[src/hw/rtl/cnv_pkg.sv]
package cnv_pkg;

    // Defaults for the top-level parameters.
    localparam int WIN_SIZE_DEF  = 3;
    localparam int MAX_WIDTH_DEF = 1024;

    // Fixed field and register widths.
    localparam int PIX_W        = 8;
    localparam int RGB_W        = 3 * PIX_W;
    localparam int COEF_W       = 8;
    localparam int KROWS        = 5;
    localparam int CFG_IDX_W    = 3;
    localparam int CFG_DATA_W   = KROWS * COEF_W;
    localparam int WIDTH_REG_W  = 11;
    localparam int HEIGHT_REG_W = 13;
    localparam int ROW_W        = 12;
    localparam int MAX_HEIGHT   = 4096;
    localparam int QUOT_W       = 8;
    localparam int QUEUE_DEPTH  = 2;

    // Configuration register indexes.
    typedef enum logic [CFG_IDX_W-1:0] {
        CFG_KERNEL_ROW_0 = 3'd0,
        CFG_KERNEL_ROW_1 = 3'd1,
        CFG_KERNEL_ROW_2 = 3'd2,
        CFG_KERNEL_ROW_3 = 3'd3,
        CFG_KERNEL_ROW_4 = 3'd4,
        CFG_IMAGE_WIDTH  = 3'd5,
        CFG_IMAGE_HEIGHT = 3'd6
    } t_cfg_idx;

    // Kernel coefficients, indexed [row][column].
    typedef logic [KROWS-1:0][KROWS-1:0][COEF_W-1:0] t_kernel;

    typedef enum logic {
        FRONT_IDLE,
        FRONT_WRITE
    } t_front_state;

    typedef enum logic [1:0] {
        BACK_IDLE,
        BACK_MAC,
        BACK_DIV,
        BACK_OUT
    } t_back_state;

    // Control travelling with a window between front, queue and back.
    typedef struct packed {
        logic valid;
        logic frame_last;
    } t_q_ctrl;

endpackage

[src/hw/rtl/cnv_queue.sv]
module cnv_queue #(
    parameter int WIN_SIZE = cnv_pkg::WIN_SIZE_DEF
) (
    input  logic                                      i_clk,
    input  logic                                      i_rst_n,
    input  cnv_pkg::t_q_ctrl                          i_push,
    input  logic [WIN_SIZE*WIN_SIZE-1:0][cnv_pkg::RGB_W-1:0] i_win,
    input  logic                                      i_pop,
    output cnv_pkg::t_q_ctrl                          o_head,
    output logic [WIN_SIZE*WIN_SIZE-1:0][cnv_pkg::RGB_W-1:0] o_win,
    output logic                                      o_full
);
    import cnv_pkg::*;

    localparam int K   = WIN_SIZE;
    localparam int PW  = $clog2(QUEUE_DEPTH);
    localparam int CNW = $clog2(QUEUE_DEPTH + 1);

    logic [K*K-1:0][RGB_W-1:0] r_win  [QUEUE_DEPTH];
    logic                      r_last [QUEUE_DEPTH];
    logic [PW-1:0]  r_wp, r_rp;
    logic [CNW-1:0] r_cnt;

    // Window storage.
    always_ff @(posedge i_clk) begin
        if (i_push.valid) begin
            r_win[r_wp]  <= i_win;
            r_last[r_wp] <= i_push.frame_last;
        end
    end

    // Pointers and fill count.
    always_ff @(posedge i_clk) begin
        if (!i_rst_n) begin
            r_wp  <= '0;
            r_rp  <= '0;
            r_cnt <= '0;
        end else begin
            if (i_push.valid) r_wp <= r_wp + PW'(1);
            if (i_pop)        r_rp <= r_rp + PW'(1);
            if (i_push.valid && !i_pop) begin
                r_cnt <= r_cnt + CNW'(1);
            end else if (!i_push.valid && i_pop) begin
                r_cnt <= r_cnt - CNW'(1);
            end
        end
    end

    assign o_full            = (r_cnt == CNW'(QUEUE_DEPTH));
    assign o_head.valid      = (r_cnt != '0);
    assign o_head.frame_last = r_last[r_rp];
    assign o_win             = r_win[r_rp];

    a_count_bound: assert property (@(posedge i_clk) disable iff (!i_rst_n)
        r_cnt <= CNW'(QUEUE_DEPTH))
        else $error("queue fill count beyond its depth");

    a_pop_nonempty: assert property (@(posedge i_clk) disable iff (!i_rst_n)
        i_pop |-> (r_cnt != '0))
        else $error("queue popped while empty");

endmodule

[config.mk]
export PLATFORM = sky130hd
export DESIGN_NAME = cnv_queue
export DESIGN_NICKNAME = d
export VERILOG_FILES = /design/src/hw/rtl/cnv_pkg.sv /design/src/hw/rtl/cnv_queue.sv
export SDC_FILE = /design/constraint.sdc
export NUM_CORES = 1
export LEC_CHECK = 0
export ABC_AREA = 1
export BUFFER_PORTS_ARGS = -buffer_cell sky130_fd_sc_hd__buf_2
export CORE_MARGIN = 2
export CORE_UTILIZATION = 40
export CTS_CLUSTER_SIZE = 25
export DETAILED_ROUTE_END_ITERATION = 10
export PLACE_DENSITY = 0.67
export RECOVER_POWER = 25
export SETUP_SLACK_MARGIN = 0.4
export SLEW_MARGIN = 40
export SYNTH_ARGS = -nofsm -noshare
export SYNTH_HDL_FRONTEND = slang
export SYNTH_SLANG_ARGS = --single-unit
export TNS_END_PERCENT = 20
[constraint.sdc]
create_clock -name i_clk -period 18.7 [get_ports i_clk]
set_clock_uncertainty 0.15 [all_clocks]
set_input_delay 5.61 -clock i_clk [delete_from_list [all_inputs] [get_ports i_clk]]
set_output_delay 5.61 -clock i_clk [all_outputs]
set_load 0.1 [all_outputs]
==> results.md, run 1 <==
- The worst-case IR drop observed on VDD is 0.0895 mV.
- By count the netlist is led by 434 x sky130_fd_sc_hd__edfxtp_1, 130 x sky130_fd_sc_hd__mux2_4, 87 x sky130_fd_sc_hd__mux2_2.
- Among all flip-flop cells after synthesis, the most frequent one is sky130_fd_sc_hd__edfxtp_1.
- The count of distinct cell types in the synthesized netlist is 14.
- The initial core utilization is 40.4%.
- The number of violations of the max-capacitance limit is 0.
- The die is 207 µm tall.
- The headroom to the max-slew limit is 44.4%.
- The post-CTS setup buffer count is 0.
- Global routing consumed, over all layers together, 14.9% of the routing resources.
- The first global-routing pass estimated 47,800 µm of wire.
- Setup violations remaining at the end of the flow were counted as 0.
- The depth of the worst register-to-register path is 3.
- The post-synthesis instance total is 710.
- The share of async-settable or async-resettable flops after synthesis is 0%.
- The kind of cell with the highest combined delay along the critical path is buffers and inverters.
- The nature of the critical path startpoint is a flip-flop.
- The H-tree was split into 2 levels.
- The I/O pin count is 440.
- For this block, the initial DRC count from the detailed router was 401.
- The proportion of synthesized chip area in sequential cells is 80.0%.
- The area of the die is 42,700 µm².
- The fraction of post-synthesis cell area in the top cell type by area is 79.4%.
- Subtracting the final worst setup slack from the clock period gives 9190 ps.
- TritonCTS built the clock tree.
- The endpoint required time on the critical path is 12,940 ps.
- The worst path uses 49.2% of the clock period.
- The critical path is of the reg2out type.
- The clock slew seen by the registers of the worst setup and hold paths is 60 ps.
- The sink count of the clock tree is 439.
- The tree is rooted in a sky130_fd_sc_hd__clkbuf_16.
- The power per cell area is 123 nW/µm².
- The count of nets left with antenna violations once routing finished came out at 0.
- Among the stages of the critical path, the cell type that occurs most often is sky130_fd_sc_hd__buf_6.
- The hold-fix buffer count after cts is 0.
- The count of pins over their slew limit came to 0.
- In the routed design, unresolved DRC markers number 0.
- A synthesized cell averages 23.1 µm².
- The static leakage is 7.91 nW.
- Summing over every cut layer, the via total after detailed routing is 8,212.
- The number of hold violations in the final report came to 0.
- The average wire length per cell after detail routing is 19.3 µm.
- After layout, the design draws a total of 2.53 mW.
- The final wirelength is 33,800 µm.
- The beginning of the worst register-to-register path is r_wp$_SDFFE_PN0P_.
- The worst hold path stage count is 2.
- The critical path data arrival time is 3430 ps.
- Dividing the detail-routed via count by the number of cells gives 4.69.
- Summed over all layers, the global routing overflow is 0.
- The count of cells in the finished layout, fillers not included, comes to 1,751.
- STA classifies the critical path endpoint as a primary output.
- The worst-path maximum fanout is 58.
- The startpoint of the most critical hold path is r_rp$_SDFFE_PN0P_.
- The largest single stage delay on the critical path is 810 ps.
- For the worst-skew pair, the clock arrives at the later sink with an insertion delay of 550 ps.
- The total number of placement rows is 74.
- Among all stages on the critical path, the largest delay is contributed by sky130_fd_sc_hd__dfxtp_4.
- The most frequent cell after synthesis is sky130_fd_sc_hd__edfxtp_1.
- Counting tap cells, the placed design contains a total of 1,666 instances.
- The filler cells instantiated in the layout total 3,380.
- The longest clock path from root to sink contains 3 buffers.
- Sorting the synthesized cells by area gives the leading types as sky130_fd_sc_hd__edfxtp_1 79%, sky130_fd_sc_hd__mux2_4 12%, sky130_fd_sc_hd__mux2_2 6.0%.
- The synthesized design spends more area on one cell type than any other, namely sky130_fd_sc_hd__edfxtp_1.
- The count of input and output buffers is 439.
- The class of the worst hold path is reg2reg.
- Synthesis inferred 439 register bits.
- Traced cell by cell, the critical path runs through buf_6 -> buf_6 -> mux2_2 -> buf_2.
- The critical path contains buffers and inverters numbering 3 combined.
- The wire-length estimate of the detail-placed layout is 23,100 µm.
- The summed instance area of the synthesized netlist is 16,400 µm².
- The number of detailed-routing iterations run before antenna repair is 4.
- The via count of the first global-routing pass is 8,357.
- The tightest hold margin is 347 ps.
- The final net count is 1,403.
- From synthesis to final layout, the design area changed by 25.4%.
- Adding up every negative setup slack in the final design gives 0 ps.
- Counting the buffers created by CTS gives 45.
- The post-synthesis net count is 932.
- For hold timing, the worst endpoint is r_rp$_SDFFE_PN0P_.
- Setup repair after global routing left no endpoint under its margin.
- The congestion estimate from routability-driven global placement came to 0.777.
- For the pin with the worst max-slew slack, the measured transition is 834 ps.
- The number of antenna violations at the first check in global routing is 5.
- Static timing analysis puts the maximum clock frequency at 0.109 GHz.
- Entering global routing, the biggest net connects 103 pins.
- The number of gates resized after CTS was 0.
- The horizontal die dimension is 207 µm.
- The setup check on the worst reg-to-reg path leaves a slack of 16,210 ps.
- The worst reg2reg path endpoint is r_win[1][66]$_DFFE_PP_.
- The number of enable flip-flop cells after synthesis is 434.
- In the final layout, the share of cells above drive strength 1 is 57.2%.
- The count of synthesis-stage warnings from yosys is 0.
- The flow ran to the end, and the final reports show no timing, DRC or antenna violations.
- The standard cell core area is 40,600 µm².
cell families after synthesis:
group | after synthesis | synth area share [%]
DFF | 439 | 80.0
and+or+nand+nor | 19 | 0.457
muxes | 217 | 17.9
buffers and inverters | 32 | 1.52
adders and majority gates | 1 | 0.0762
AOI/OAI and AO/OA | 2 | 0.0609
registers in the layout, summed over array words and instances (netlist names), named ones only:
signal	flops
r_wp	1
r_win	432
r_last	2
r_cnt	2
r_rp	1
placed cells by master, fill, tap and decap left out, types with 3 or more instances in the layout:
master / instances
sky130_fd_sc_hd__nor2_1: 7
sky130_fd_sc_hd__bufinv_16: 4
sky130_fd_sc_hd__clkbuf_1: 42
sky130_fd_sc_hd__mux2_2: 87
sky130_fd_sc_hd__diode_2: 3
sky130_fd_sc_hd__nand2_1: 9
sky130_fd_sc_hd__inv_1: 7
sky130_fd_sc_hd__clkinv_1: 13
sky130_fd_sc_hd__dfxtp_1: 4
sky130_fd_sc_hd__edfxtp_1: 434
sky130_fd_sc_hd__buf_2: 407
sky130_fd_sc_hd__clkbuf_16: 47
sky130_fd_sc_hd__buf_4: 4
sky130_fd_sc_hd__buf_6: 5
sky130_fd_sc_hd__mux2_4: 130
where the power goes:
group / total (mW) / internal [mW] / switching (mW)
registers: 1.16 / 1.14 / 0.0161
clock network: 0.872 / 0.515 / 0.357
logic: 0.504 / 0.103 / 0.402
worst register-to-register path, cell delays in order (launching register included):
cell and delay [ps]:
sky130_fd_sc_hd__dfxtp_1 390, sky130_fd_sc_hd__nand2_1 170, sky130_fd_sc_hd__inv_8 560, sky130_fd_sc_hd__buf_4 770
cell type report:
class                      instances  area (µm²)  share of cell area [%]
sequential                       439       13100                    63.8
multi-input combinational        239        3040                    14.8
timing repair buffer             448        2240                    10.9
clock buffer                      57        1210                    5.90
tap                              532         666                    3.23
clock inverter                    25         236                    1.15
inverter                           8        37.5                   0.182
antenna                            3        7.51                  0.0365
stage by stage:
stage / setup slack, ps / utilization (%) / instance area, µm²
4_1_cts: 9210 / 50.7 / 20600
5_1_grt: 9330 / 50.6 / 20600
6_report: 9510 / 50.6 / 20600
3_5_place_dp: 9840 / 47.1 / 19100
2_1_floorplan: 3030 / - / 16400
3_3_place_gp: 9650 / 47.1 / 19100
worst max path at each step:
stage / start / to / slack [ps] / cells past startpoint
2_1_floorplan: i_push[1] / r_last[0]$_DFFE_PP_ / 3030 / 2
4_1_cts: flip-flop / o_head[0] / 9210 / 4
3_3_place_gp: flip-flop / o_win[34] / 9650 / 4
5_1_grt: flip-flop / o_head[0] / 9330 / 4
3_5_place_dp: flip-flop / o_win[22] / 9840 / 4
6_report: flip-flop / o_head[0] / 9510 / 4
per-layer routing:
layer	global-route usage, %	share of wire (%)
met2	24.7	49
met5	0	0.17
met3	5.82	9.8
met4	6.51	3.1
met1	17.3	38
(Power assumes the default switching activity.)
==> inputs of run 2 (changes only) <==
clock period = 8.57 ns   (was 18.7 ns; I/O delays follow)
==> results.md, run 2 (synthesized netlist as in run 1, its figures left out) <==
- The flow ran to the end, and the final reports show no timing, DRC or antenna violations.
- The maximum clock insertion buffer count is 3.
- The nature of the critical path startpoint is a flip-flop.
- The number of antenna violations at the first check in global routing is 7.
- The analysis attributes to net switching a power of 1.66 mW.
- The number of hold violations in the final report came to 0.
- Based on the critical path, the design can be clocked at up to 0.199 GHz.
- The count of pins over their slew limit is 0.
- The leading cell type in the layout, fill and taps excluded is sky130_fd_sc_hd__edfxtp_1.
- The ratio of routed vias to standard cells is 4.66.
- The period utilization is 58.6%.
- Buffers placed on the I/O ports in this run total 439.
- For this block, the routed nets add up to 33,000 µm of wire.
- The register with the most flip-flops in the layout has 432 of them.
- The area of the die is 42,700 µm².
- Row generation in the floorplan step produced 74 rows.
- The via count of the first global-routing pass is 8,111.
- Setup violations remaining at the end of the flow were counted as 0.
- The number of setup buffers added after CTS is 0.
- Cells with a size suffix above 1 make up 56.9% of the layout.
- The share of power burned in combinational logic is 20.4%.
- The sum of overflow across all layers after global routing is 0.
- STA puts the critical path data arrival time at 2300 ps.
- Relative to the synthesized area, the layout overhead comes to 24.8%.
- The initial core utilization is 40.4%.
- Across all layers, the routed design uses 8,150 vias.
- In this run, the clock network consumes 33.2% of the power.
- The start-to-end type of the worst setup path is reg2out.
- Fill cells in the final layout number 3,337.
- In this run the worst hold path is classified as reg2reg.
- The standard cell core area is 40,600 µm².
- The global placer's final weighted congestion is 0.742.
- The largest registers in the layout are r_win: 432 flops, r_cnt: 2 flops, r_last: 2 flops.
- The clock tree from TritonCTS is built.
- The clock reaches the later pin of the worst-skew pair after 540 ps.
- The maximum level of the CTS H-tree is 2.
- In this run the tightest slew margin relative to its limit is 47.9%.
- The clock slew seen by the registers of the worst setup and hold paths is 60 ps.
- The nature of the critical path endpoint is a primary output.
- The internal power of the cells totals 3.77 mW.
- Setup repair after global routing left no endpoint under its margin.
- The register name with the most flops is r_win.
- Counting the buffers created by CTS gives 44.
- After layout, the minimum clock period comes to 5020 ps.
- In the layout the commonest cells are 434 x sky130_fd_sc_hd__edfxtp_1, 408 x sky130_fd_sc_hd__buf_2, 130 x sky130_fd_sc_hd__mux2_4.
- The summed negative setup slack over all endpoints is 0 ps.
- Power spread over the standard cell area amounts to 265 nW/µm².
- The sequential power share is 46.3%.
- The detailed router finished its first iteration with 493 violations.
- Max-cap violations in this run came to 0.
- The quantity of gates resized following cts is 0.
- At the worst endpoint, the required time is 5850 ps.
- In this run the remaining antenna-violating nets after routing total 0.
- The first global-routing pass estimated 46,200 µm of wire.
- The total non-filler cell area in the finished layout is 20,500 µm².
- For this run, the detailed router's first-pass iteration total came to 6.
- Hold timing on the final database bottoms out at a slack of 352 ps.
- The worst-path maximum fanout is 103.
- The post-route DRC violation count is 0.
- For this design the static power due to leakage is 7.87 nW.
- During I/O placement, the number of pins put on the boundary was 440.
- In the final routed layout, each cell accounts on average for 18.9 µm.
- The root cell of the clock tree is sky130_fd_sc_hd__clkbuf_16.
- For this design, the sink count on the clock tree is 439.
- The maximum VDD drop is 0.183 mV.
- The estimated wirelength of the detail-placed design is 22,100 µm.
- The worst-margin pin slew is 782 ps.
- The hold-fix buffer count after cts is 0.
- The die outline height is 207 µm.
- The largest net degree at the start of global routing is 104.
- The floorplan step set the die width to 207 µm.
- The total track usage is 14.5%.
- Net switching is 30.6% of the power.
- In the final design database the tool counted 1,402 nets.
- The standard cell area after detailed placement is 19,200 µm².
[run 2: worst max-delay path: stages, from the launching register on]
cell                      delay [ps]
sky130_fd_sc_hd__dfxtp_4         400
sky130_fd_sc_hd__buf_12          440
sky130_fd_sc_hd__mux2_4          300
sky130_fd_sc_hd__buf_2           420
[run 2: final timing paths]
path / cells past startpoint / slack [ps] / to / startpoint
setup reg to reg: 3 / 6100 / r_win[1][161]$_DFFE_PP_ / r_wp$_SDFFE_PN0P_
hold / removal: 2 / 350 / flip-flop / r_rp$_SDFFE_PN0P_
hold reg to reg: 2 / 350 / flip-flop / r_rp$_SDFFE_PN0P_
setup / recovery: 3 / 3550 / o_win[105] / flip-flop
[run 2: final cells by class]
| cell class | count | area [µm²] | area share, % |
|---|---|---|---|
| flip-flops and latches | 439 | 13100 | 64.1 |
| multi-input cells | 239 | 3040 | 14.8 |
| repair buffers | 448 | 2260 | 11.0 |
| clock buffers | 61 | 1190 | 5.79 |
| well taps | 532 | 666 | 3.25 |
| clock inverters | 19 | 160 | 0.782 |
| inverters | 8 | 37.5 | 0.183 |
| diodes | 2 | 5.00 | 0.0244 |
[run 2: per-stage QoR]
step,power (mW),utilization [%],instances,setup WS [ps]
after CTS,5.49,50.5,1746,3500
after floorplan,3.50,-,710,1010
final,5.43,50.4,1748,3550
after global placement,3.67,47.1,1666,3650
after global routing,5.61,50.4,1748,3440
after detailed placement,3.68,47.2,1666,3780
[run 2: routing by layer]
| metal | GRT usage (%) | share of wire, % |
|---|---|---|
| met2 | 24.9 | 50 |
| met5 | 0 | 0.19 |
| met3 | 5.87 | 9.3 |
| met1 | 16.6 | 38 |
| met4 | 4.69 | 2.1 |
[run 2: power groups by stage]
stage               Sequential (mW)  Combinational [mW]  Clock (mW)
floorplan                      2.57               0.936           0
global placement               2.55                1.11           0
detailed placement             2.56                1.12           0
CTS                            2.52                1.12        1.86
global route                   2.52                1.15        1.94
finish                         2.51                1.11        1.80
==> inputs of run 3 (changes only) <==
clock period = 4.84 ns   (was 8.57 ns; I/O delays follow)
==> results.md, run 3 (synthesized netlist as in run 1, its figures left out) <==
- For this run, design rule violations remaining after detail routing come to 0.
- The sink count of the clock tree is 439.
- The number of flip-flops in the largest register is 432.
- On the critical path, the stage with the largest delay is an instance of sky130_fd_sc_hd__dfxtp_4.
- Along the worst path, the maximum fanout reaches 43.
- The clock tree from TritonCTS is built.
- Once the floorplan was initialized, standard cells occupied 40.4% of the core.
- Global routing finished with a remaining overflow of 0.
- The power per cell area is 461 nW/µm².
- The endpoint required time on the critical path is 3240 ps.
- The number of nets still failing antenna checks after routing is 0.
- The nature of the critical path endpoint is a primary output.
- For the pin with the worst max-slew slack, the measured transition is 756 ps.
- The worst slack after detailed placement is 1260 ps.
- The library cells used most frequently in the layout, excluding fill and tap cells, are 434 x sky130_fd_sc_hd__edfxtp_1, 398 x sky130_fd_sc_hd__buf_2, 130 x sky130_fd_sc_hd__mux2_4.
- The clock latency on the worst-skew pair is 540 ps.
- The start-to-end type of the worst setup path is reg2out.
- The total non-filler cell area in the finished layout is 20,600 µm².
- The proportion of layout cells with a drive suffix above 1 is 57.0%.
- The maximum clock insertion buffer count is 3.
- Across the run, the number of max-cap violations was 0.
- In this design, the stage delay of the slowest critical-path cell is 840 ps.
- The largest registers in the layout are r_win: 432 flops, r_cnt: 2 flops, r_last: 2 flops.
- The final wirelength is 33,800 µm.
- The final net count is 1,412.
- The class of the worst hold path is reg2reg.
- Setup slack closes at 740 ps.
- The worst register-to-register path has a setup slack of 2880 ps.
- The first global-routing pass estimated 48,600 µm of wire.
- The quantity of gates resized following cts is 0.
- In this run the count of I/O pins placed on the die edge is 440.
- The horizontal die dimension is 207 µm.
- The number of antenna violations at the first check in global routing is 9.
- Setup repair after global routing left no endpoint under its margin.
- The maximum level of the CTS H-tree is 2.
- The post-synthesis to final-layout area growth is 25.4%.
- Across every metal layer, demand over resource in global routing totals 15.2%.
- After layout, the minimum clock period comes to 4100 ps.
- Derived from the worst setup path, the maximum achievable clock frequency is 0.244 GHz.
- The flow ran to the end, and the final reports show no timing, DRC or antenna violations.
- Entering global routing, the biggest net connects 103 pins.
- After layout, the worst path uses 84.7% of the clock period.
- The leading cell type in the layout, fill and taps excluded is sky130_fd_sc_hd__edfxtp_1.
- The estimated wirelength of the detail-placed design is 23,300 µm.
- The kind of cell with the highest combined delay along the critical path is buffers and inverters.
- The tree is rooted in a sky130_fd_sc_hd__clkbuf_16.
- The hold-fix buffer count after cts is 0.
- The count of pins over their slew limit is 0.
- The ratio of routed vias to standard cells is 4.70.
- Buffers added to address setup during post-CTS repair amount to 0.
- The share of the core filled with cells is 50.6%.
- The first-iteration detailed-routing DRC count is 378.
- The die outline height is 207 µm.
- The critical path goes through buf_4 -> mux2_4 -> buf_2.
- At the end of routability-driven placement, the weighted congestion stood at 0.728.
- The worst setup path is launched from a flip-flop.
- The number of buffers and inverters on the critical path is 2.
- The standard cell core area is 40,600 µm².
- Measured against its own limit, the worst slew margin works out to 49.6%.
- The register with the most flip-flops in the final layout is r_win.
- The via count is 8,260.
- Setup violations remaining at the end of the flow were counted as 0.
- The placed instances occupy a cell area of 19,300 µm².
- The average wire length per cell after detail routing is 19.2 µm.
- Summed over all cells, the static leakage comes to 7.89 nW.
- The first detailed-routing pass ran for 7 iterations.
- The tightest hold margin is 383 ps.
- The overall power of the completed layout is 9.49 mW.
- The floorplan has 74 rows.
- The maximum VDD drop is 0.370 mV.
- In this run, CTS created clock tree buffers numbering 44.
- The area of the die is 42,700 µm².
- The via count of the first global-routing pass is 8,699.
- The startpoint of the most critical hold path is r_rp$_SDFFE_PN0P_.
- The number of hold violations in the final report is 0.
- Data on the critical path arrives at its endpoint at 2500 ps.
- The count of input and output buffers is 439.
- The beginning of the worst register-to-register path is r_wp$_SDFFE_PN0P_.
- After clock tree synthesis, the clock-pin slew on the worst setup and hold paths is 60 ps.
## run 3: cell types whose count changed in the layout (fill, tap and decap cells not counted), sizes merged
cell / before / now
bufinv: 3 / 0
clkinv: 15 / 20
diode: 2 / 5
clkinvlp: 1 / 2
clkbuf: 92 / 97
## run 3: cell type report
type                    instances  area, µm²
well taps                     532        666
fillers                      3376      20100
diodes                          5       12.5
repair buffers                458       2390
clock buffers                  56       1170
inverters                       8       46.3
flip-flops and latches        439      13100
clock inverters                22        109
multi-input cells             239       3050
## run 3: worst paths after layout
check	endpoint	cells after the start
worst max-delay path	o_win[166]	3
worst min-delay path	flip-flop	2
worst max register to register	r_win[1][79]$_DFFE_PP_	3
worst min register to register	flip-flop	2
## run 3: per-layer routing
layer | routed length (µm) | global-route usage [%] | share of wire, % | vias to the layer above
met2 | 16600 | 25.4 | 49 | 336
met1 | 12600 | 17.0 | 37 | 4030
met5 | 65 | 0 | 0.19 | -
li1 | - | - | - | 3793
met3 | 3340 | 6.00 | 9.9 | 91
met4 | 1270 | 7.47 | 3.7 | 10
## run 3: through the flow
step / std cells / setup TNS [ps]
global route: 1757 / 0
detailed placement: 1676 / 0
CTS: 1754 / 0
floorplan: 710 / -180570
finish: 1759 / 0
global placement: 1676 / 0
## run 3: power by group
part	switching (mW)	internal [mW]
clock network	1.34	1.70
logic	1.56	0.412
registers	0.0611	4.41
## run 3: worst min-delay path: stages (launching register included)
cell,delay [ps]
sky130_fd_sc_hd__dfxtp_1,340
sky130_fd_sc_hd__nor2_1,70
sky130_fd_sc_hd__nor2_1,80
