## src/hw/rtl/cnv_pkg.sv

```systemverilog
package cnv_pkg;

    // Defaults for the top-level parameters.
    localparam int WIN_SIZE_DEF  = 3;
    localparam int MAX_WIDTH_DEF = 1024;

    // Fixed field and register widths.
    localparam int PIX_W        = 8;
    localparam int RGB_W        = 3 * PIX_W;
    localparam int COEF_W       = 8;
    localparam int KROWS        = 5;
    localparam int CFG_IDX_W    = 3;
    localparam int CFG_DATA_W   = KROWS * COEF_W;
    localparam int WIDTH_REG_W  = 11;
    localparam int HEIGHT_REG_W = 13;
    localparam int ROW_W        = 12;
    localparam int MAX_HEIGHT   = 4096;
    localparam int QUOT_W       = 8;
    localparam int QUEUE_DEPTH  = 2;

    // Configuration register indexes.
    typedef enum logic [CFG_IDX_W-1:0] {
        CFG_KERNEL_ROW_0 = 3'd0,
        CFG_KERNEL_ROW_1 = 3'd1,
        CFG_KERNEL_ROW_2 = 3'd2,
        CFG_KERNEL_ROW_3 = 3'd3,
        CFG_KERNEL_ROW_4 = 3'd4,
        CFG_IMAGE_WIDTH  = 3'd5,
        CFG_IMAGE_HEIGHT = 3'd6
    } t_cfg_idx;

    // Kernel coefficients, indexed [row][column].
    typedef logic [KROWS-1:0][KROWS-1:0][COEF_W-1:0] t_kernel;

    typedef enum logic {
        FRONT_IDLE,
        FRONT_WRITE
    } t_front_state;

    typedef enum logic [1:0] {
        BACK_IDLE,
        BACK_MAC,
        BACK_DIV,
        BACK_OUT
    } t_back_state;

    // Control travelling with a window between front, queue and back.
    typedef struct packed {
        logic valid;
        logic frame_last;
    } t_q_ctrl;

endpackage

```

## src/hw/rtl/cnv_res_if.sv

```systemverilog
interface cnv_res_if;
    logic                      valid;
    logic                      ready;
    logic [cnv_pkg::PIX_W-1:0] red_out;
    logic [cnv_pkg::PIX_W-1:0] green_out;
    logic [cnv_pkg::PIX_W-1:0] blue_out;
    logic                      frame_last;

    modport source (output valid, output red_out, output green_out, output blue_out,
                    output frame_last, input ready);
    modport sink   (input valid, input red_out, input green_out, input blue_out,
                    input frame_last, output ready);
endinterface

```

## src/hw/rtl/cnv_back.sv

```systemverilog
module cnv_back #(
    parameter int WIN_SIZE = cnv_pkg::WIN_SIZE_DEF
) (
    input  logic                                      i_clk,
    input  logic                                      i_rst_n,
    input  cnv_pkg::t_q_ctrl                          i_head,
    input  logic [WIN_SIZE*WIN_SIZE-1:0][cnv_pkg::RGB_W-1:0] i_win,
    input  cnv_pkg::t_kernel                          i_kernel,
    output logic                                      o_pop,
    cnv_res_if.source                                 o_res
);
    import cnv_pkg::*;

    localparam int K      = WIN_SIZE;
    localparam int KW     = (K > 1) ? $clog2(K) : 1;
    localparam int TW     = (K * K > 1) ? $clog2(K * K) : 1;
    localparam int ACC_W  = 2 * PIX_W + $clog2(K * K + 1);
    localparam int NORM_W = COEF_W + $clog2(K * K + 1);
    localparam int BIT_W  = $clog2(QUOT_W);

    t_back_state r_state, n_state;
    logic [K*K-1:0][RGB_W-1:0] r_win;
    logic                      r_last;
    logic [KW-1:0]    r_i, r_j;
    logic [TW-1:0]    r_tap;
    logic [ACC_W-1:0] r_acc [3];
    logic [NORM_W-1:0] r_norm;
    logic [QUOT_W-1:0] r_quot [3];
    logic [BIT_W-1:0]  r_bit;

    logic [PIX_W-1:0] r_out [3];
    logic             r_out_last;
    logic             r_ovalid;

    logic [COEF_W-1:0] coef;
    logic [RGB_W-1:0]  tap_pix;
    logic [ACC_W-1:0]  dsr;
    logic last_tap, out_free, load_out, start;

    assign coef     = i_kernel[3'(r_i)][3'(r_j)];
    assign tap_pix  = r_win[r_tap];
    assign last_tap = (r_i == KW'(K - 1)) && (r_j == KW'(K - 1));
    assign dsr      = ACC_W'(r_norm) << r_bit;
    assign out_free = !r_ovalid || o_res.ready;

    // Next state.
    always_comb begin
        n_state = r_state;
        unique case (r_state)
            BACK_IDLE: if (i_head.valid) n_state = BACK_MAC;
            BACK_MAC:  if (last_tap) n_state = BACK_DIV;
            BACK_DIV:  if (r_bit == '0) n_state = BACK_OUT;
            BACK_OUT:  if (out_free) n_state = BACK_IDLE;
            default:   n_state = BACK_IDLE;
        endcase
    end

    // Outputs of the state machine.
    always_comb begin
        start    = 1'b0;
        load_out = 1'b0;
        unique case (r_state)
            BACK_IDLE: start    = i_head.valid;
            BACK_OUT:  load_out = out_free;
            default:   start    = 1'b0;
        endcase
    end

    assign o_pop = start;

    always_ff @(posedge i_clk) begin
        if (!i_rst_n) begin
            r_state <= BACK_IDLE;
        end else begin
            r_state <= n_state;
        end
    end

    // Multiply-accumulate over the taps, one tap a cycle, then restoring
    // division one quotient bit a cycle for all three channels.
    always_ff @(posedge i_clk) begin
        if (start) begin
            r_win  <= i_win;
            r_last <= i_head.frame_last;
            r_i    <= '0;
            r_j    <= '0;
            r_tap  <= '0;
            r_norm <= '0;
            for (int c = 0; c < 3; c++) begin
                r_acc[c] <= '0;
            end
        end else if (r_state == BACK_MAC) begin
            for (int c = 0; c < 3; c++) begin
                r_acc[c] <= r_acc[c]
                          + ACC_W'(tap_pix[c*PIX_W +: PIX_W]) * ACC_W'(coef);
            end
            r_norm <= r_norm + NORM_W'(coef);
            r_tap  <= r_tap + TW'(1);
            if (r_j == KW'(K - 1)) begin
                r_j <= '0;
                r_i <= r_i + KW'(1);
            end else begin
                r_j <= r_j + KW'(1);
            end
            r_bit <= BIT_W'(QUOT_W - 1);
        end else if (r_state == BACK_DIV) begin
            for (int c = 0; c < 3; c++) begin
                if (r_acc[c] >= dsr) begin
                    r_acc[c]         <= r_acc[c] - dsr;
                    r_quot[c][r_bit] <= 1'b1;
                end else begin
                    r_quot[c][r_bit] <= 1'b0;
                end
            end
            r_bit <= r_bit - BIT_W'(1);
        end
    end

    // Output register; a zero kernel sum gives zero results.
    always_ff @(posedge i_clk) begin
        if (load_out) begin
            for (int c = 0; c < 3; c++) begin
                r_out[c] <= (r_norm == '0) ? '0 : r_quot[c];
            end
            r_out_last <= r_last;
        end
    end

    always_ff @(posedge i_clk) begin
        if (!i_rst_n) begin
            r_ovalid <= 1'b0;
        end else if (load_out) begin
            r_ovalid <= 1'b1;
        end else if (o_res.ready) begin
            r_ovalid <= 1'b0;
        end
    end

    assign o_res.valid      = r_ovalid;
    assign o_res.red_out    = r_out[0];
    assign o_res.green_out  = r_out[1];
    assign o_res.blue_out   = r_out[2];
    assign o_res.frame_last = r_out_last;

    a_zero_norm_zero_out: assert property (@(posedge i_clk) disable iff (!i_rst_n)
        (load_out && (r_norm == '0)) |=>
            (r_out[0] == '0) && (r_out[1] == '0) && (r_out[2] == '0))
        else $error("zero kernel sum did not give zero results");

    a_pop_only_idle: assert property (@(posedge i_clk) disable iff (!i_rst_n)
        o_pop |=> (r_state == BACK_MAC))
        else $error("back did not start accumulating after taking a window");

endmodule

```

## src/flat_wrapper.sv

```systemverilog
// flat-port wrapper written by rule: the top's interface ports become plain ports
module cnv_back_flat import cnv_pkg::*;
#(
    parameter int WIN_SIZE = cnv_pkg::WIN_SIZE_DEF
)
  (i_clk, i_rst_n, i_head, i_win, i_kernel, o_pop, o_res_valid, o_res_red_out, o_res_green_out, o_res_blue_out, o_res_frame_last, o_res_ready);
  cnv_res_if o_res_i ();
  input  logic i_clk;
  input  logic i_rst_n;
  input  cnv_pkg::t_q_ctrl i_head;
  input  logic [WIN_SIZE*WIN_SIZE-1:0][cnv_pkg::RGB_W-1:0] i_win;
  input  cnv_pkg::t_kernel i_kernel;
  output logic o_pop;
  output wire logic [$bits(o_res_i.valid)-1:0] o_res_valid;
  output wire logic [$bits(o_res_i.red_out)-1:0] o_res_red_out;
  output wire logic [$bits(o_res_i.green_out)-1:0] o_res_green_out;
  output wire logic [$bits(o_res_i.blue_out)-1:0] o_res_blue_out;
  output wire logic [$bits(o_res_i.frame_last)-1:0] o_res_frame_last;
  input wire logic [$bits(o_res_i.ready)-1:0] o_res_ready;
  assign o_res_valid = o_res_i.valid;
  assign o_res_red_out = o_res_i.red_out;
  assign o_res_green_out = o_res_i.green_out;
  assign o_res_blue_out = o_res_i.blue_out;
  assign o_res_frame_last = o_res_i.frame_last;
  assign o_res_i.ready = o_res_ready;
  cnv_back #(.WIN_SIZE(WIN_SIZE)) u_core (.i_clk(i_clk), .i_rst_n(i_rst_n), .i_head(i_head), .i_win(i_win), .i_kernel(i_kernel), .o_pop(o_pop), .o_res(o_res_i));
endmodule
```

## config.mk

```make
export PLATFORM = sky130hd
export DESIGN_NAME = cnv_back_flat
export DESIGN_NICKNAME = d
export VERILOG_FILES = /design/src/hw/rtl/cnv_pkg.sv /design/src/hw/rtl/cnv_res_if.sv /design/src/hw/rtl/cnv_back.sv /design/src/flat_wrapper.sv
export SDC_FILE = /design/constraint.sdc
export NUM_CORES = 1
export LEC_CHECK = 0
export BUFFER_PORTS_ARGS = -buffer_cell sky130_fd_sc_hd__buf_2
export CAP_MARGIN = 20
export CORE_MARGIN = 2
export CORE_UTILIZATION = 44
export CTS_CLUSTER_DIAMETER = 50
export DETAILED_ROUTE_END_ITERATION = 10
export GPL_TIMING_DRIVEN = 0
export HOLD_SLACK_MARGIN = 0.02
export PLACE_DENSITY = 0.68
export SLEW_MARGIN = 20
export SYNTH_ARGS = -nofsm -noshare
export SYNTH_HDL_FRONTEND = slang
export SYNTH_SLANG_ARGS = --single-unit
```

## constraint.sdc

```tcl
create_clock -name i_clk -period 9.43 [get_ports i_clk]
set_input_delay 1.4145 -clock i_clk [delete_from_list [all_inputs] [get_ports i_clk]]
set_output_delay 1.4145 -clock i_clk [all_outputs]
set_load 0.005 [all_outputs]
```

==> implementation parameters, run 1 <==
Parameter                              Value

Yosys
  Syn Inst Count ... between 2k and 2.5k
  Share of flip-flops with an asynchronous set or reset after synthesis ... 0%
  Cell types with the highest counts after synthesis ... sky130_fd_sc_hd__inv_1 (333), sky130_fd_sc_hd__edfxtp_1 (321), sky130_fd_sc_hd__nor2_1 (224)
  Most frequent cell after synthesis ... sky130_fd_sc_hd__inv_1
  Flip-flop cell with the highest count after synthesis ... sky130_fd_sc_hd__edfxtp_1
  Share of the synthesized area in the top cell type ... between 30% and 40%
  Mapped Avg Cell Area ... between 10 and 15 um^2
  Synth cell types ... 68
  Warnings, synthesis ... 0
  Largest area contributor in the synthesized netlist ... sky130_fd_sc_hd__edfxtp_1
  Number of synthesized register bits ... about 350
  Mapped Area ... 25680 um^2
  Cell types with the largest area share after synthesis ... sky130_fd_sc_hd__edfxtp_1 (38%), sky130_fd_sc_hd__fa_1 (12%), sky130_fd_sc_hd__ha_1 (9.6%)
  Sequential-to-total area share from yosys stat ... approximately two fifths
  Number of flops mapped to enable cells by yosys ... approximately 320
  Net count of the mapped netlist ... a little over 3k

Timing
  Post-layout minimum cycle time ... between 7 and 8 ns
  Unrepaired setup endpoints after global routing ... false
  Hold Worst Slack ... approximately 0.43 ns
  Highest attainable clock frequency ... approximately 130 MHz
  Worst-margin pin slew ... between 1 and 1.5 ns
  Final critical-path share of the clock period ... a little over four fifths
  Final setup skew ... approximately 0.038 ns
  Fin. Hold Viols ... 0
  Headroom to the max-slew limit ... 20.62%
  Final setup violation count ... 0
  Max-slew violation total from the final report ... 0

CTS
  Maximum buffer depth of the clock tree ... 3
  Number of hold-repair buffers added at the cts stage ... 0
  Number of buffers created by CTS ... between 40 and 50
  CTS tree ... done
  Buffer type at the clock tree root ... sky130_fd_sc_hd__clkbuf_16
  Clk slew on worst S/H paths ... ~0.06 ns
  Gates resized, CTS repair ... 0
  Number of levels the H-tree was split into ... 2
  Number of post-CTS setup repair buffers ... 0
  Insertion delay to the later sink of the worst-skew pair ... slightly above 0.6 ns
  Clock Sink Count ... 352

Drt
  Post-detailed-route count of antenna-violating nets ... 0
  Wire length after detailed routing ... 70.27 mm
  Via/cell ratio ... approximately 5.4
  DRC ... 0
  Highest layer used for signal routing ... met5
  First drt pass iteration count ... 7
  Met3 wire len ... about 5.7 mm
  Routed length on met1 ... approximately 29 mm
  Routed met2 length ... about 33 mm
  Final routed wire length divided by cell count ... between 20 and 25 um
  Detailed router's first-iteration violation count ... 1243
  Total number of vias ... around 19k

Critical path
  Required time of the worst setup path ... between 9 and 10 ns
  Cell family with the largest share of critical-path delay ... adder cells
  Arrival time reported for the critical path endpoint ... between 8 and 9 ns
  Endpoint class of the critical path ... flip-flop
  Largest stage delay, worst path ... around 0.67 ns
  CP Launch Type ... flip-flop
  Crit-path max FO ... 10
  Slowest cell on the critical path ... sky130_fd_sc_hd__clkbuf_1
  Critical path type ... reg2reg
  Buffering stage count on the worst path with inverters included ... 8

GRT
  Antenna violations before repair ... 9
  First-pass GRT wire length ... about 110 mm
  GRT Resource Usage Total ... a little under a quarter
  Total gr overflow ... 0
  Via count of the first global-routing pass ... 19.35k
  Maximum number of pins on one net before global-route repair ... 59

Floorplanning
  Effective utilization at floorplan ... between 40 and 50%
  Area of the die ... a little over 60000 um^2
  Overall die height ... around 250 um
  I/O pins ... ~450
  X dimension of the die ... 245.6 um
  Core footprint ... 57700 um^2
  Row count ... a little under 90

Place
  Final RePlAce weighted congestion ... 0.9926
  Port buffer count ... approximately 380
  Detailed placement HPWL ... 56.80 mm
  Area of placed instances ... ~29000 um^2

Hold path
  Tightest Hold Check Type ... reg2reg

Finish
  Layout overhead on the synthesized area ... 18.05%
  Net count reported at finish ... about 3.5k
  Share of final-layout standard cells stronger than drive strength 1 ... a little under a quarter
  Final standard cell area without fillers ... between 30000 and 40000 um^2

Job
  Number of max-cap violations ... 0

Outcome
  Status ... finished clean
## layout make-up
class                   count  area [um^2]
repair buffers            380         1983
clock inverters            36        415.4
flip-flops and latches    352        10260
multi-input cells        1482        13870
inverters                 336         1261
clock buffers              51         1222
diodes                      4        10.01
well taps                 765        957.2
fillers                  5068        27380
plain buffers              80        330.3
## path summary, 6_finish.rpt
check | startpoint | endpoint | slack (ns) | cells after the start
worst min-delay path | u_core.r_last$_DFFE_PP_ | u_core.o_res.frame_last$_DFFE_PP_ | 0.43 | 0
worst max register to register | u_core.r_i[1]$_SDFFE_PP0P_ | u_core.r_acc[0][39]$_DFFE_PP_ | 1.45 | 27
worst max-delay path | u_core.r_i[1]$_SDFFE_PP0P_ | u_core.r_acc[0][39]$_DFFE_PP_ | 1.45 | 27
worst min register to register | u_core.r_last$_DFFE_PP_ | u_core.o_res.frame_last$_DFFE_PP_ | 0.43 | 0
## cell usage in the layout (no fill, tap or decap), drive strengths merged, types with 9 or more instances in the layout
| cell type | count |
|---|---|
| buf | 403 |
| inv | 344 |
| edfxtp | 321 |
| nor2 | 224 |
| ha | 197 |
| fa | 154 |
| nand2 | 112 |
| clkbuf | 108 |
| a21oi | 104 |
| mux4 | 84 |
| xnor2 | 70 |
| o21ai | 58 |
| a22o | 50 |
| mux2i | 49 |
| nand2b | 45 |
| a21o | 33 |
| xor2 | 32 |
| dfxtp | 31 |
| and2 | 31 |
| clkinv | 24 |
| nand3 | 22 |
| nor2b | 20 |
| or2 | 19 |
| o21a | 19 |
| nor3 | 19 |
| mux2 | 18 |
| a211oi | 17 |
| a31oi | 12 |
| o21bai | 10 |
| o31ai | 10 |
| nand4 | 9 |
## layer usage
metal,vias up,GRT usage [%]
met5,-,0
met4,10,9.144
met3,156,5.402
met2,752,39.10
met1,9092,30.39
li1,8738,-
## metrics by stage
step                      utilization (%)  TNS (ns)  worst slack (ns)  cells
after floorplan                         -         0            0.3218   2250
after global placement              49.42   -317.95            -3.065   3390
after detailed placement            49.68         0             1.104   3395
after CTS                           52.52         0             1.519   3482
after global routing                52.52         0            0.9745   3483
final                               52.54         0             1.453   3486
## logic make-up (layout without fill, tap and decap cells)
logic type | after synthesis | in the layout | share of synthesized area [%]
buf+inv | 416 | 883 | 6.184
fa+ha+maj | 351 | 351 | 21.61
compound gates | 348 | 348 | 9.078
mux | 151 | 151 | 10.07
simple gates | 530 | 530 | 9.629
other cells | 0 | 4 | 0
flops | 352 | 352 | 39.96
xor+xnor | 102 | 102 | 3.479
## state kept, by name, indices dropped and copies added, names as in the netlist
name	count
u_core.r_norm	12
u_core.r_out	24
u_core.r_acc	60
u_core.o_res.frame_last	1
u_core.r_i	2
u_core.r_win	216
u_core.r_bit	3
u_core.o_res.valid	1
u_core.r_state	2
u_core.r_last	1
u_core.r_j	2
u_core.r_quot	24
u_core.r_tap	4
Power of run 1 is left out: the tool's default activity adds up to more than one toggle a clock period on the data nets, which glitch-free logic cannot reach.
==> inputs of run 2 (changes only) <==
ABC_AREA = 1   (was not set)
PLACE_DENSITY = not set   (was 0.68)
clock period = 7.8 ns   (was 9.43 ns; I/O delays follow)
==> run 2 against run 1 <==
Effect of this change:
- first-iteration DRC count up 61%
- synthesized area grew 9.4%
- via count is 32% higher
- clock skew decreased by 0.0083 ns
- critical path type unchanged
- largest cell class unchanged
- highest routed layer is now met4
==> implementation parameters, run 2 <==
Parameter                              Value

Yosys
  Sequential-to-total area share from yosys stat ... 36.53% (-3.4 points)
  Largest family of logic cells by synthesized area ... simple AND/OR/NAND/NOR gates
  Fraction of the mapped netlist area in simple logic gates ... 19.85% (+10 points)
  Synth cell types ... 50 (-26%)
  Cell types with the highest counts after synthesis ... sky130_fd_sc_hd__nand2_1 (803), sky130_fd_sc_hd__inv_1 (644), sky130_fd_sc_hd__nor2_1 (328)
  Flip-flop cell with the highest count after synthesis ... sky130_fd_sc_hd__edfxtp_1
  Largest area contributor in the synthesized netlist ... sky130_fd_sc_hd__edfxtp_1
  Synth Area in Compound Gates ... 11.25% (+2.2 points)
  Cell types with the largest area share after synthesis ... sky130_fd_sc_hd__edfxtp_1 (34%), sky130_fd_sc_hd__fa_1 (11%), sky130_fd_sc_hd__nand2_1 (11%)
  Syn Inst Count ... 3410 (+52%)
  Share of flip-flops with an asynchronous set or reset after synthesis ... 0% (unchanged)
  Most frequent cell after synthesis ... sky130_fd_sc_hd__nand2_1
  Fraction of synthesized cell area in xor and xnor cells ... 1.247% (-2.2 points)
  Mapped Area ... 28080 um^2 (+9.4%)
  Mapped Avg Cell Area ... 8.236 um^2 (-28%)
  Number of synthesized register bits ... 352 (unchanged)
  Number of flops mapped to enable cells by yosys ... 321 (unchanged)
  Share of the synthesized area in the top cell type ... 34.32% (-3.2 points)
  Adder-cell share of the synthesized area ... 19.75% (-1.9 points)
  Portion of netlist area occupied by mux cells ... 0.5703% (-9.5 points)
  Warnings, synthesis ... 0 (unchanged)
  Net count of the mapped netlist ... 4182 (+38%)

Job
  Number of max-cap violations ... 0 (unchanged)

Timing
  Final setup skew ... 0.02990 ns (-0.008312 ns)
  Hold Worst Slack ... 0.4171 ns (-0.009840 ns)
  Final setup violation count ... 0 (unchanged)
  Worst-margin pin slew ... 1.037 ns (-0.1374 ns)
  Highest attainable clock frequency ... 156.9 MHz (+25%)
  Max-slew violation total from the final report ... 0 (unchanged)
  Headroom to the max-slew limit ... 30.71% (+10 points)
  Fin. Hold Viols ... 0 (unchanged)
  Post-layout minimum cycle time ... 6.374 ns (-1.603 ns)
  Unrepaired setup endpoints after global routing ... false
  Sum of negative setup slack ... 0 ns (unchanged)
  Final critical-path share of the clock period ... 81.72% (-2.9 points)

CTS
  Insertion delay to the later sink of the worst-skew pair ... 0.61 ns (about the same)
  Buffer type at the clock tree root ... sky130_fd_sc_hd__clkbuf_16
  Number of hold-repair buffers added at the cts stage ... 0 (unchanged)
  Maximum buffer depth of the clock tree ... 3 (unchanged)
  Gates resized, CTS repair ... 0 (unchanged)
  Number of levels the H-tree was split into ... 2 (unchanged)
  Number of buffers created by CTS ... 50 (+4.2%)
  Clk slew on worst S/H paths ... 0.06 ns (about the same)
  Number of post-CTS setup repair buffers ... 0 (unchanged)
  Clock Sink Count ... 352 (unchanged)
  CTS tree ... done

Outcome
  Status ... finished clean

Drt
  DRC ... 0 (unchanged)
  Post-detailed-route count of antenna-violating nets ... 0 (unchanged)
  Detailed router's first-iteration violation count ... 2000 (+61%)
  First drt pass iteration count ... 5 (-2)
  Final routed wire length divided by cell count ... 20.10 um (-0.27%)
  Total number of vias ... 24.73k (+32%)
  Via/cell ratio ... 5.212 (-3.1%)
  Wire length after detailed routing ... 95.38 mm (+36%)

Finish
  Most frequent cells in the layout ... sky130_fd_sc_hd__nand2_1 (802), sky130_fd_sc_hd__inv_1 (644), sky130_fd_sc_hd__buf_2 (394)
  Share of final-layout standard cells stronger than drive strength 1 ... 14.90% (-7.7 points)
  Number of flip-flops in the largest register ... 216 (unchanged)
  Register name with the most flops ... u_core.r_win
  Filler instances ... 6209 (+23%)
  Most common library cell in the layout ignoring fill and taps ... sky130_fd_sc_hd__nand2_1
  Layout overhead on the synthesized area ... 16.56%
  Largest regs ... u_core.r_win: 216 flops, u_core.r_acc: 60 flops
  Net count reported at finish ... 4614 (+34%)

Critical path
  Required time of the worst setup path ... 8.13 ns (-1.63 ns)
  Critical path launch point ... u_core.r_i[0]$_SDFFE_PP0P_
  Reg2Reg Launch Point ... u_core.r_i[0]$_SDFFE_PP0P_
  CP Launch Type ... flip-flop
  Arrival time reported for the critical path endpoint ... 6.71 ns (-1.60 ns)
  Crit-path max FO ... 10 (unchanged)
  Critical path type ... reg2reg
  Endpoint class of the critical path ... flip-flop

Hold path
  Startpoint of the worst hold path ... u_core.r_last$_DFFE_PP_
  Tightest Hold Check Type ... reg2reg

Floorplanning
  Row count ... 92 (+4.5%)
  X dimension of the die ... 256.6 um (+4.5%)
  Overall die height ... 256.6 um (+4.5%)
  Core footprint ... 63080 um^2 (+9.3%)
  I/O pins ... 448 (unchanged)
  Effective utilization at floorplan ... 44.52% (about the same)
  Area of the die ... 65860 um^2 (+9.2%)

GRT
  Via count of the first global-routing pass ... 24.66k (+27%)
  Total gr overflow ... 0 (unchanged)
  Antenna violations before repair ... 20 (+11)
  Maximum number of pins on one net before global-route repair ... 90 (+53%)
  GRT Resource Usage Total ... 28.93% (+5.2 points)
  First-pass GRT wire length ... 144.3 mm (+32%)

Place
  Detailed placement HPWL ... 75.40 mm (+33%)
  Final RePlAce weighted congestion ... 0.9418 (-5.1%)
  Port buffer count ... 375 (unchanged)
run 2: changes by cell type after synthesis, sizes merged, moves of 84 or more:
| cell | delta |
|---|---|
| nand2 | +698 |
| inv | +315 |
| o21ai | +194 |
| nand3 | +114 |
| nor2 | +108 |
| mux4 | -84 |
run 2: layout make-up:
cell class                      count  area (um^2)  area share, %
Clock inverter                     30        272.8         0.8333
Clock buffer                       60         1289          3.937
Multi-Input combinational cell   2301        14810          45.24
Timing Repair Buffer              380         1954          5.971
Tap cell                          846         1059          3.234
Inverter                          652         2455          7.500
Sequential cell                   352        10260          31.34
Buffer                            105        586.8          1.793
Antenna cell                       19        47.55         0.1453
run 2: through the flow:
| step | utilization [%] | worst slack [ns] | instance area, um^2 | std cells |
|---|---|---|---|---|
| after floorplan | - | 2.380 | 28080 | 3410 |
| after global placement | 49.17 | 0.9227 | 31020 | 4631 |
| after detailed placement | 49.33 | 1.160 | 31120 | 4636 |
| after CTS | 51.81 | 1.515 | 32680 | 4726 |
| after global routing | 51.88 | 1.078 | 32730 | 4743 |
| final | 51.89 | 1.426 | 32730 | 4745 |
run 2: path summary, 6_finish.rpt:
kind,end,slack [ns],cells past startpoint
worst max-delay path,u_core.r_acc[0][15]$_DFFE_PP_,1.43,25
worst min-delay path,u_core.o_res.frame_last$_DFFE_PP_,0.42,0
worst max register to register,u_core.r_acc[0][15]$_DFFE_PP_,1.43,25
worst min register to register,u_core.o_res.frame_last$_DFFE_PP_,0.42,0
run 2: critical path, cell delays in order (launching register included):
cell                       delay, ns
sky130_fd_sc_hd__dfxtp_1        0.33
sky130_fd_sc_hd__inv_2          0.13
sky130_fd_sc_hd__clkbuf_1       0.49
sky130_fd_sc_hd__nor2_1         0.08
sky130_fd_sc_hd__o32ai_1        0.53
sky130_fd_sc_hd__nand2_1        0.14
sky130_fd_sc_hd__nand4_2        0.35
sky130_fd_sc_hd__buf_4          0.32
sky130_fd_sc_hd__nand2_1        0.08
sky130_fd_sc_hd__inv_1          0.09
sky130_fd_sc_hd__fa_1           0.42
sky130_fd_sc_hd__fa_1           0.45
sky130_fd_sc_hd__fa_1           0.49
sky130_fd_sc_hd__inv_1          0.05
sky130_fd_sc_hd__fa_1           0.53
sky130_fd_sc_hd__inv_1          0.06
sky130_fd_sc_hd__ha_1           0.38
sky130_fd_sc_hd__inv_1          0.05
sky130_fd_sc_hd__o21ai_0        0.35
sky130_fd_sc_hd__a21oi_1        0.10
sky130_fd_sc_hd__o21ai_0        0.24
sky130_fd_sc_hd__nand2_1        0.15
sky130_fd_sc_hd__nand2_1        0.09
sky130_fd_sc_hd__nand2_1        0.05
sky130_fd_sc_hd__nand3_1        0.08
sky130_fd_sc_hd__nand2_1        0.06
run 2: routing by layer:
| metal | vias up | GRT usage (%) | share of wire [%] | wire length, um |
|---|---|---|---|---|
| li1 | 11930 | - | - | - |
| met1 | 11680 | 36.78 | 42 | 39910 |
| met2 | 925 | 48.13 | 47 | 44560 |
| met3 | 197 | 5.229 | 7.1 | 6739 |
| met4 | 0 | 12.90 | 4.4 | 4178 |
| met5 | - | 0 | 0 | 0 |
run 2: cells by family (layout without fill, tap and decap cells):
group,after synthesis,after routing
AOI/OAI and AO/OA,536,536
xor gates and xnor gates,40,40
adders and majority gates,351,351
buffers and inverters,757,1227
DFF,352,352
muxes,16,16
other,0,19
and+or+nand+nor,1358,1358
Power of run 2 is left out for the same reason.
==> inputs of run 3 (changes only) <==
clock period = 6.6 ns   (was 7.8 ns; I/O delays follow)
==> run 3 against run 2 <==
Effect of this change:
- critical path depth grew 1
- maximum frequency is 1.9% higher
- die area is the same
==> implementation parameters, run 3 (same netlist as run 2, synthesis figures left out) <==
Parameter                              Value

Floorplanning
  I/O pins ... 448 (unchanged)
  Overall die height ... 256.6 um (unchanged)
  X dimension of the die ... 256.6 um (unchanged)
  Effective utilization at floorplan ... 44.52% (unchanged)
  Core footprint ... 63080 um^2 (unchanged)
  Area of the die ... 65860 um^2 (unchanged)
  Row count ... 92 (unchanged)

GRT
  Antenna violations before repair ... 20 (unchanged)
  Total gr overflow ... 0 (unchanged)
  Maximum number of pins on one net before global-route repair ... 90 (unchanged)
  GRT Resource Usage Total ... 28.93% (unchanged)
  Via count of the first global-routing pass ... 24.66k (unchanged)
  First-pass GRT wire length ... 144.3 mm (unchanged)

Critical path
  Arrival time reported for the critical path endpoint ... 6.59 ns (-0.12 ns)
  CP Launch Type ... flip-flop
  Critical path launch point ... u_core.r_i[0]$_SDFFE_PP0P_
  RR Endpoint ... u_core.r_acc[0][15]$_DFFE_PP_
  Required time of the worst setup path ... 6.93 ns (-1.20 ns)
  Worst Reg-to-Reg Cells ... 26 (+4.0%)
  Cell repeated most along the worst path ... sky130_fd_sc_hd__nand2_1
  Buffering stage count on the worst path with inverters included ... 8 (+1)
  Critical path type ... reg2reg
  Largest stage delay, worst path ... 0.53 ns (about the same)
  Endpoint class of the critical path ... flip-flop
  Crit-path max FO ... 10 (unchanged)
  Critical Path End ... u_core.r_acc[0][15]$_DFFE_PP_
  Worst setup slack for register-to-register paths ... 0.34 ns (-1.08 ns)
  Slowest cell on the critical path ... sky130_fd_sc_hd__fa_1
  Cell family with the largest share of critical-path delay ... adder cells
  Levels on crit path ... 26 (+4.0%)
  Reg2Reg Launch Point ... u_core.r_i[0]$_SDFFE_PP0P_

Place
  Number of placed cells counting well taps ... 4636 (unchanged)
  Detailed placement HPWL ... 75.40 mm (unchanged)
  Port buffer count ... 375 (unchanged)
  Final RePlAce weighted congestion ... 0.9418 (unchanged)
  Area of placed instances ... 31120 um^2 (unchanged)

Job
  Number of max-cap violations ... 0 (unchanged)

CTS
  Clk slew on worst S/H paths ... 0.06 ns (about the same)
  Number of buffers created by CTS ... 50 (unchanged)
  Maximum buffer depth of the clock tree ... 3 (unchanged)
  Gates resized, CTS repair ... 0 (unchanged)
  Number of hold-repair buffers added at the cts stage ... 0 (unchanged)
  Buffer type at the clock tree root ... sky130_fd_sc_hd__clkbuf_16
  CTS tree ... done
  Clock Sink Count ... 352 (unchanged)
  Insertion delay to the later sink of the worst-skew pair ... 0.61 ns (about the same)
  Number of post-CTS setup repair buffers ... 0 (unchanged)
  Number of levels the H-tree was split into ... 2 (unchanged)

Finish
  Filler instances ... 6210 (+0.016%)
  Number of flip-flops in the largest register ... 216 (unchanged)
  Largest regs ... u_core.r_win: 216 flops, u_core.r_acc: 60 flops
  Most common library cell in the layout ignoring fill and taps ... sky130_fd_sc_hd__nand2_1
  Register name with the most flops ... u_core.r_win
  Share of final-layout standard cells stronger than drive strength 1 ... 15.03% (+0.13 points)
  Non-Filler Instances ... 4748 (+0.063%)
  Final standard cell area without fillers ... 32750 um^2 (about the same)
  Layout Utilization ... 51.91% (about the same)
  Net count reported at finish ... 4614 (unchanged)
  Layout overhead on the synthesized area ... 16.61% (about the same)
  Most frequent cells in the layout ... sky130_fd_sc_hd__nand2_1 (802), sky130_fd_sc_hd__inv_1 (644), sky130_fd_sc_hd__buf_2 (394)

Drt
  Detailed router's first-iteration violation count ... 2109 (+5.5%)
  Via/cell ratio ... 5.208 (about the same)
  Wire length after detailed routing ... 95.35 mm (about the same)
  DRC ... 0 (unchanged)
  First drt pass iteration count ... 8 (+3)
  Total number of vias ... 24.73k (-0.012%)
  Final routed wire length divided by cell count ... 20.08 um (about the same)
  Post-detailed-route count of antenna-violating nets ... 0 (unchanged)

Timing
  Hold Worst Slack ... 0.4179 ns (+0.0007300 ns)
  Final critical-path share of the clock period ... 94.78% (+13 points)
  Worst-margin pin slew ... 1.033 ns (-0.003969 ns)
  Final setup skew ... 0.02978 ns (-0.0001193 ns)
  Max-slew violation total from the final report ... 0 (unchanged)
  Headroom to the max-slew limit ... 30.97% (+0.27 points)
  Fin. Hold Viols ... 0 (unchanged)
  Unrepaired setup endpoints after global routing ... false
  Final setup violation count ... 0 (unchanged)
  Highest attainable clock frequency ... 159.9 MHz (+1.9%)
  Post-layout minimum cycle time ... 6.256 ns (-0.1186 ns)

Hold path
  Cells on Worst Hold Path ... 0 (unchanged)
  Tightest Hold Check Type ... reg2reg

Outcome
  Status ... finished clean
==> run 3: cell types whose count changed in the layout (fill, tap and decap cells not counted) <==
cell / previous run / this run
sky130_fd_sc_hd__clkbuf_1: 57 / 52
sky130_fd_sc_hd__clkbuf_2: 3 / 8
sky130_fd_sc_hd__diode_2: 19 / 22
==> run 3: layer usage <==
layer / global-route usage [%] / wire length, um / vias up
li1: - / - / 11940
met1: 36.78 / 39580 / 11650
met2: 48.13 / 44590 / 943
met3: 5.229 / 6968 / 203
met4: 12.90 / 4219 / 0
met5: 0 / 0 / -
==> run 3: worst min path at each step <==
stage / from / to / slack, ns
floorplan: u_core.r_last$_DFFE_PP_ / u_core.o_res.frame_last$_DFFE_PP_ / 0.40
global placement: u_core.r_last$_DFFE_PP_ / u_core.o_res.frame_last$_DFFE_PP_ / 0.41
detailed placement: u_core.r_last$_DFFE_PP_ / u_core.o_res.frame_last$_DFFE_PP_ / 0.42
CTS: u_core.r_last$_DFFE_PP_ / u_core.o_res.frame_last$_DFFE_PP_ / 0.42
global route: u_core.r_last$_DFFE_PP_ / u_core.o_res.frame_last$_DFFE_PP_ / 0.44
finish: u_core.r_last$_DFFE_PP_ / u_core.o_res.frame_last$_DFFE_PP_ / 0.42
==> run 3: cell type report <==
class                   count  area (um^2)  area share [%]
well taps                 846         1059           3.232
inverters                 652         2455           7.497
clock buffers              60         1289           3.936
diodes                     22        55.05          0.1681
clock inverters            30        272.8          0.8330
repair buffers            380         1954           5.968
multi-input cells        2301        14810           45.22
plain buffers             105        593.1           1.811
flip-flops and latches    352        10260           31.33
==> run 3: stage by stage <==
stage,setup TNS [ns],setup slack (ns)
floorplan,0,1.360
global placement,-1.908,-0.09735
detailed placement,0,0.1404
CTS,0,0.3146
global route,0,0.03430
finish,0,0.3443
Power of run 3 is left out for the same reason.
